==> src/hw/rtl/rpn_pkg.sv <==
// ----------------------------------------------------------------------------
// RPN stack calculator package
// Shared constants, command and status codes, and the control state type.
// ----------------------------------------------------------------------------
package rpn_pkg;

  // Stack geometry.
  localparam int STACK_DEPTH = 2048;
  localparam int DATA_W      = 32;
  localparam int ADDR_W      = $clog2(STACK_DEPTH);
  localparam int CNT_W       = $clog2(STACK_DEPTH + 1);

  // Field widths of the channels.
  localparam int CMD_W       = 3;
  localparam int STATUS_W    = 2;
  localparam int DEPTH_OUT_W = 12;

  // Command codes. Codes six and seven are no operation.
  localparam logic [CMD_W-1:0] CMD_PUSH  = 3'd0;
  localparam logic [CMD_W-1:0] CMD_ADD   = 3'd1;
  localparam logic [CMD_W-1:0] CMD_SUB   = 3'd2;
  localparam logic [CMD_W-1:0] CMD_MUL   = 3'd3;
  localparam logic [CMD_W-1:0] CMD_DIV   = 3'd4;
  localparam logic [CMD_W-1:0] CMD_PRINT = 3'd5;

  // Status codes.
  localparam logic [STATUS_W-1:0] STAT_OK    = 2'd0;
  localparam logic [STATUS_W-1:0] STAT_UNDER = 2'd1;
  localparam logic [STATUS_W-1:0] STAT_FULL  = 2'd2;
  localparam logic [STATUS_W-1:0] STAT_DIVZ  = 2'd3;

  // Control sequencer states.
  typedef enum logic [2:0] {
    S_IDLE,
    S_OPER,
    S_DIVW,
    S_WB,
    S_REFILL,
    S_EMIT
  } state_t;

endpackage

==> src/hw/rtl/rpn_div.sv <==
// ----------------------------------------------------------------------------
// RPN signed divider
// Radix-2 restoring divider, one quotient bit per cycle, truncating to zero.
// ----------------------------------------------------------------------------
module rpn_div (
  input  logic                      clk,
  input  logic                      rst_n,
  input  logic                      start,
  input  logic [rpn_pkg::DATA_W-1:0] dividend,
  input  logic [rpn_pkg::DATA_W-1:0] divisor,
  output logic                      done,
  output logic [rpn_pkg::DATA_W-1:0] quotient
);
  import rpn_pkg::*;

  localparam int ITER_W = $clog2(DATA_W);

  logic              busy_r;
  logic              done_r;
  logic [ITER_W-1:0] cnt_r;
  logic [DATA_W-1:0] rem_r;
  logic [DATA_W-1:0] quo_r;
  logic [DATA_W-1:0] dvs_r;
  logic              neg_r;

  logic [DATA_W-1:0] abs_a;
  logic [DATA_W-1:0] abs_b;
  logic [DATA_W:0]   shifted;
  logic [DATA_W:0]   trial;

  assign abs_a   = dividend[DATA_W-1] ? (DATA_W'(0) - dividend) : dividend;
  assign abs_b   = divisor[DATA_W-1]  ? (DATA_W'(0) - divisor)  : divisor;
  assign shifted = {rem_r, quo_r[DATA_W-1]};
  assign trial   = shifted - {1'b0, dvs_r};

  always_ff @(posedge clk) begin
    if (!rst_n) begin
      busy_r <= 1'b0;
      done_r <= 1'b0;
      cnt_r  <= '0;
    end else begin
      done_r <= 1'b0;
      if (start) begin
        busy_r <= 1'b1;
        cnt_r  <= '0;
        rem_r  <= '0;
        quo_r  <= abs_a;
        dvs_r  <= abs_b;
        neg_r  <= dividend[DATA_W-1] ^ divisor[DATA_W-1];
      end else if (busy_r) begin
        if (!trial[DATA_W]) begin
          rem_r <= trial[DATA_W-1:0];
          quo_r <= {quo_r[DATA_W-2:0], 1'b1};
        end else begin
          rem_r <= shifted[DATA_W-1:0];
          quo_r <= {quo_r[DATA_W-2:0], 1'b0};
        end
        cnt_r <= cnt_r + ITER_W'(1);
        if (cnt_r == ITER_W'(DATA_W - 1)) begin
          busy_r <= 1'b0;
          done_r <= 1'b1;
        end
      end
    end
  end

  assign done     = done_r;
  assign quotient = neg_r ? (DATA_W'(0) - quo_r) : quo_r;

endmodule

==> config.mk <==
export PLATFORM = sky130hd
export DESIGN_NAME = rpn_div
export DESIGN_NICKNAME = d
export VERILOG_FILES = /design/src/hw/rtl/rpn_pkg.sv /design/src/hw/rtl/rpn_div.sv
export SDC_FILE = /design/constraint.sdc
export NUM_CORES = 1
export LEC_CHECK = 0
export BUFFER_PORTS_ARGS = -buffer_cell sky130_fd_sc_hd__buf_2
export CORE_MARGIN = 4
export CORE_UTILIZATION = 53
export CTS_CLUSTER_SIZE = 24
export DETAILED_ROUTE_END_ITERATION = 10
export PLACE_DENSITY = 0.8
export REMOVE_ABC_BUFFERS = 1
export SETUP_SLACK_MARGIN = 0.4
export SYNTH_ARGS = -nofsm -noshare
export SYNTH_HDL_FRONTEND = slang
export SYNTH_SLANG_ARGS = --single-unit
==> constraint.sdc <==
create_clock -name clk -period 3.5 [get_ports clk]
set_input_delay 0.175 -clock clk [delete_from_list [all_inputs] [get_ports clk]]
set_output_delay 0.175 -clock clk [all_outputs]
set_load 0.02 [all_outputs]
==> flow_summary_export.csv, run 1 <==
group,metric,value,unit
synth,syn_area_per_cell,9.43,um2
final_layout,diodes,0,
pwr,pwr_density_cell,450,mW/mm2
synth,synthDistinctLibCells,57,
sta,skew,0.0134,ns
pwr,ir_drop,280,uV
synth,yosysWarnings,0,
pwr,clkPwrFrac,24.0,%
synth,netlist.area_leader.share,38.2,%
sta,fin_setup_tns,-0.854,ns
synth,synth_area,0.00762,mm2
sta,maxSlewViolCount,0,
clock_tree,clk_pin_slew_worst_paths,0.07,ns
sta,fmax,269,MHz
die,die_w,128,um
pwr,p_sw_share,34.6,%
worst_setup_path,path_class,"flop to output pin",
grt,grt_antenna_before_repair,0,
clock_tree,cts_made_buffers,9,
detailed_routing,drt_pass1_iterations,8,
worst_setup_path,crit_arrival,3.54,ns
sta,min_period,3.71,ns
detailed_routing,vias_per_cell,5.97,
place,dpl.cell_count,1088,
sta,period_share,106,%
final_layout,syn_to_final_growth,26.1,%
synth,synth-async-reset-ratio,0,%
clock_tree,cts.sinks,104,
synth,synth_area_leaders,"edfxtp_1, xnor2_1, ha_1",
worst_setup_path,path_max_fanout,3,
die,core_region_area,0.0140,mm2
worst_setup_path,cp-start-kind,"flop",
detailed_routing,wire_per_inst,17.4,um
synth,synth_ff_type,"edfxtp_1",
synth,yosysMostFrequentCell,"edfxtp_1",
pwr,p_comb_share,38.9,%
worst_setup_path,critPathCaptureType,"output pin",
pwr,power.total,4.32,mW
die,start_util,54.5,%
final_layout,drive_above_1_share,27.3,%
grt,grt_pass1_vias,6354,
run_status,violations,"setup timing",
synth,synth-seq-cells,104,
grt,grtUsageTotal,22.4,%
pwr,seqPwrFrac,37.1,%
place,dp_hpwl,12700,um
detailed_routing,wl,19700,um
hold_path,hold_path_class,"input pin to flop",
pwr,cell_internal_pwr,2.83,mW
clock_tree,cts-htree-levels,3,
die,die_y,128,um
run,max_cap_violations,0,
sta,setup_violations,8,
detailed_routing,dr_total_vias,6736,
final_layout,nets,1049,
pwr,power_leakage,3.81,nW
synth,yosysTopAreaCell,"edfxtp_1",
sta,rsz0062_at_grt,"yes",
die,ioPinCount,100,
clock_tree,cts_tree,"yes",
clock_tree,cts_root_buffer,"clkbuf_16",
grt,grt_max_degree,43,
detailed_routing,ant_nets,0,
synth,ys_seq_area_share,40.1,%
place,gp_congestion,0.889,
clock_tree,cts_max_path_buffers,2,
synth,synthTopCellsByCount,"edfxtp_1, nor2_1, xnor2_1",
clock_tree,cts_hold_buf,0,
die,die-area,0.0164,mm2
grt,grt-ovfl-total,0,
grt,grt_pass1_wl,30000,um
sta,holdWs,0.100,ns
synth,synth_edf_count,97,
pwr,power.switching,1.49,mW
synth,synthCells,808,
sta,fin_ws,-0.212,ns
final_layout,fillers,1021,
run_status,status,"finished, violations left",
detailed_routing,drc,0,
sta,slew_headroom,20.8,%
sta,tightestPinTransition,1.19,ns
worst_setup_path,critPathRequiredTime,3.32,ns
place,io_buffers,99,
detailed_routing,first_iter_violations,608,
clock_tree,clk_latency,0.36,ns
die,rows,43,
sta,hold_violations,0,
final_layout,final_cells,1129,
critical path, stage by stage (launching register included):
cell and delay (ns):
edfxtp_1 0.40, nor3_2 0.20, nand2_1 0.10, or3_4 0.34
or4_4 0.42, or3_4 0.36, or3_4 0.34, or4_4 0.47
o31ai_4 0.25, xnor2_1 0.14, buf_4 0.16
layout by cell type (no fill, tap or decap), drive strengths merged, types with 15 or more instances in the layout:
cell type	count
buf	156
edfxtp	97
nor2	83
xnor2	80
a21oi	69
nand2	59
inv	45
o21ai	45
xor2	39
ha	37
o31ai	25
or4	23
mux2i	21
or3	15
metrics by stage:
stage | cell area, um2 | setup WS [ns] | util, %
after detailed placement | 8500 | -0.252 | 60.8
final | 9610 | -0.212 | 68.7
after floorplan | 7490 | -0.390 | -
after global routing | 9610 | -0.317 | 68.7
after CTS | 9200 | -0.191 | 65.8
after global placement | 8500 | -0.197 | 60.8
power by group through the flow:
stage          clock [mW]  combinational, mW  sequential [mW]
2_1_floorplan           0              0.924             1.60
3_3_place_gp            0               1.28             1.61
3_5_place_dp            0               1.32             1.61
4_1_cts              1.04               1.44             1.59
5_1_grt              1.09               1.81             1.61
6_report             1.04               1.68             1.60
kinds of logic (layout without fill, tap and decap cells):
group           after synthesis  count (layout)  share of synthesized area [%]
mux                          27              27                           3.65
xor+xnor                    119             119                           13.7
flops                       104             104                           40.1
fa+ha+maj                    38              38                           6.34
buf+inv                      77             218                           3.84
compound gates              205             205                           17.0
simple gates                238             238                           15.5
path summary, 6_finish.rpt:
check                                            from                endpoint  slack (ns)  cells after the start
worst max-delay path               quo_r[0]$_DFFE_PP_            quotient[31]       -0.21                     10
worst min register to register  cnt_r[3]$_SDFFE_PP0P_   cnt_r[3]$_SDFFE_PP0P_        0.51                      2
worst min-delay path                       divisor[0]      dvs_r[0]$_DFFE_PP_        0.10                      2
worst max register to register     dvs_r[0]$_DFFE_PP_  rem_r[2]$_SDFFCE_PP0P_        0.31                     14
final cells by class:
class / instances / area (um2) / share of cell area, %
timing repair buffer: 158 / 1130 / 11.8
inverter: 44 / 165 / 1.72
clock buffer: 9 / 225 / 2.34
multi-input combinational: 627 / 4740 / 49.3
tap: 180 / 225 / 2.34
clock inverter: 7 / 71.3 / 0.742
sequential: 104 / 3050 / 31.8
timing repair:
action                     CTS  global route
resized for setup           61            53
setup endpoints to repair   56            59
pin swaps                   17            16
cloned                       2             3
setup buffers                7            13
sequential cells by signal, indices dropped and copies added, names as in the netlist:
register  cells
dvs_r        32
quo_r        32
rem_r        32
cnt_r         5
busy_r        1
done          1
neg_r         1
per-layer routing:
metal  share of wire, %  global-route usage [%]
met1                 41                    28.7
met2                 48                    37.4
met3                6.8                    3.21
met4                3.5                    10.9
met5                  0                       0
(Power assumes the default switching activity.)
==> inputs of run 2 (changes only) <==
BUFFER_PORTS_ARGS = not set   (was -buffer_cell sky130_fd_sc_hd__buf_2)
CORE_UTILIZATION = 59   (was 53)
CTS_CLUSTER_DIAMETER = 200   (was not set)
DONT_BUFFER_PORTS = 1   (was not set)
PLACE_DENSITY = 0.81   (was 0.8)
==> run 2 against run 1 <==
Clock skew fell by 0.0011 ns. Combinational power is 20% lower. The run still ends with setup timing left. Via count fell by 5.9%. First-iteration DRC count increased by 3.9%. Clock-buffer cell count grew 3. Critical endpoint is now quotient[29].
==> flow_summary_export.csv, run 2 (synthesis gave the netlist of run 1 again) <==
group,metric,value,unit
run_status,status,"finished, violations left",
run_status,violations,"setup timing",
sta,min_period,3.67,ns
sta,fin_setup_tns,-0.824,ns
sta,fin_ws,-0.171,ns
worst_setup_path,cp-start-kind,"flop",
worst_setup_path,worst-path-stages,7,
detailed_routing,drc,0,
grt,grt_antenna_before_repair,0,
worst_setup_path,critPathCaptureType,"output pin",
die,ioPinCount,100,
detailed_routing,wl,18400,um
final_layout,mostFrequentLayoutCells,"edfxtp_1, nor2_1, a21oi_1",
worst_setup_path,slowest_stage,"or4_4",
final_layout,top_regs,"dvs_r (32), quo_r (32), rem_r (32)",
die,die-area,0.0148,mm2
sta,hold_violations,0,
pwr,ir_drop,392,uV
pwr,pwr_density_cell,438,mW/mm2
worst_setup_path,path_class,"flop to output pin",
clock_tree,cts.sinks,104,
worst_setup_path,critPathRequiredTime,3.32,ns
final_layout,syn_to_final_growth,16.6,%
sta,fmax,272,MHz
hold_path,hold_depth,1,
place,pre_cts_ws,-0.153,ns
sta,tightestPinTransition,1.36,ns
place,gp_congestion,0.922,
place,io_buffers,0,
final_layout,final_common_cell,"edfxtp_1",
worst_setup_path,crit_arrival,3.50,ns
die,rows,41,
detailed_routing,first_iter_violations,632,
die,start_util,60.4,%
grt,grt-ovfl-total,0,
worst_setup_path,path_max_fanout,4,
worst_setup_path,r2r_cells,12,
clock_tree,cts-htree-levels,3,
sta,maxSlewViolCount,0,
clock_tree,clk_latency,0.36,ns
final_layout,final_util,70.4,%
clock_tree,cts_root_buffer,"clkbuf_16",
clock_tree,cts_made_buffers,9,
clock_tree,cts_tree,"yes",
pwr,power.total,3.89,mW
run,max_cap_violations,0,
sta,holdWs,0.0149,ns
final_layout,diodes,0,
pwr,power_leakage,3.36,nW
die,core_region_area,0.0126,mm2
worst_setup_path,critPathMaxStageDelay,0.57,ns
worst_setup_path,crit_buf_inv,0,
die,die_y,122,um
worst_setup_path,path_cells,"or4_4 > or4_1 > or2_2 > or3_4 > or4_4 > o41ai_4 > xnor2_2",
detailed_routing,vias_per_cell,6.26,
sta,slew_headroom,9.64,%
worst_setup_path,crit_family,"simple AND/OR/NAND/NOR gates",
clock_tree,cts_max_path_buffers,2,
die,die_w,122,um
final_layout,nets,940,
grt,grt_max_degree,92,
detailed_routing,ant_nets,0,
detailed_routing,wire_per_inst,18.2,um
clock_tree,clk_pin_slew_worst_paths,0.07,ns
place,dp_hpwl,12400,um
final_layout,fillers,892,
sta,skew,0.0123,ns
grt,grt_pass1_vias,6010,
hold_path,hold_path_class,"input pin to flop",
grt,grtUsageTotal,24.0,%
final_layout,drive_above_1_share,16.9,%
grt,grt_pass1_wl,28600,um
detailed_routing,dr_total_vias,6340,
sta,period_share,105,%
detailed_routing,drt_pass1_iterations,6,
sta,setup_violations,8,
sta,rsz0062_at_grt,"yes",
worst_setup_path,worst_path_most_repeated_cell,"or4_4",
==> run 2: cell count changes in the layout (fill, tap and decap cells not counted), moves of 4 or more <==
cell           delta
a211oi_1          +6
dlygate4sd3_1     +5
buf_2            -89
nor2_1            +7
buf_6             -6
xnor2_2          +16
a211oi_2          -6
xnor2_1          -16
nor2_4            -7
a21oi_1           +4
buf_4            -15
==> run 2: cell type report <==
| cell class | count | area (um2) | share of cell area, % |
|---|---|---|---|
| inverter | 44 | 165 | 1.86 |
| clock buffer | 12 | 236 | 2.66 |
| tap | 172 | 215 | 2.42 |
| clock inverter | 4 | 30.0 | 0.338 |
| timing repair buffer | 49 | 449 | 5.06 |
| sequential | 104 | 3050 | 34.4 |
| multi-input combinational | 627 | 4730 | 53.3 |
==> run 2: what timing repair did <==
item / CTS / global route
endpoints found under the hold margin: 3 / 1
gates cloned: 0 / 1
resized for setup: 56 / 42
endpoints found under the setup margin: 54 / 58
hold buffers: 4 / 1
pin swaps: 16 / 22
setup buffers: 7 / 9
==> run 2: path summary, 6_finish.rpt <==
check	slack, ns	from	to
setup / recovery	-0.17	quo_r[17]$_DFFE_PP_	quotient[29]
hold / removal	0.01	divisor[13]	dvs_r[13]$_DFFE_PP_
hold reg to reg	0.52	cnt_r[4]$_SDFFE_PP0P_	cnt_r[4]$_SDFFE_PP0P_
setup reg to reg	0.43	rem_r[4]$_SDFFCE_PP0P_	rem_r[18]$_SDFFCE_PP0P_
==> run 2: per-layer routing <==
| layer | GRT usage [%] | part of all wire, % |
|---|---|---|
| met2 | 39.9 | 49 |
| met1 | 31.2 | 41 |
| met5 | 0 | 0 |
| met3 | 5.06 | 8.1 |
| met4 | 8.68 | 2.1 |
==> run 2: metrics by stage <==
stage | cells | instance area (um2)
after detailed placement | 974 | 7910
after global routing | 1012 | 8880
final | 1012 | 8880
after CTS | 1001 | 8580
after floorplan | 775 | 7490
after global placement | 974 | 7910
==> run 2: power by group <==
group	switching, mW	internal [mW]
registers	0.0911	1.51
logic	0.740	0.606
clock network	0.454	0.486
total	1.28	2.61
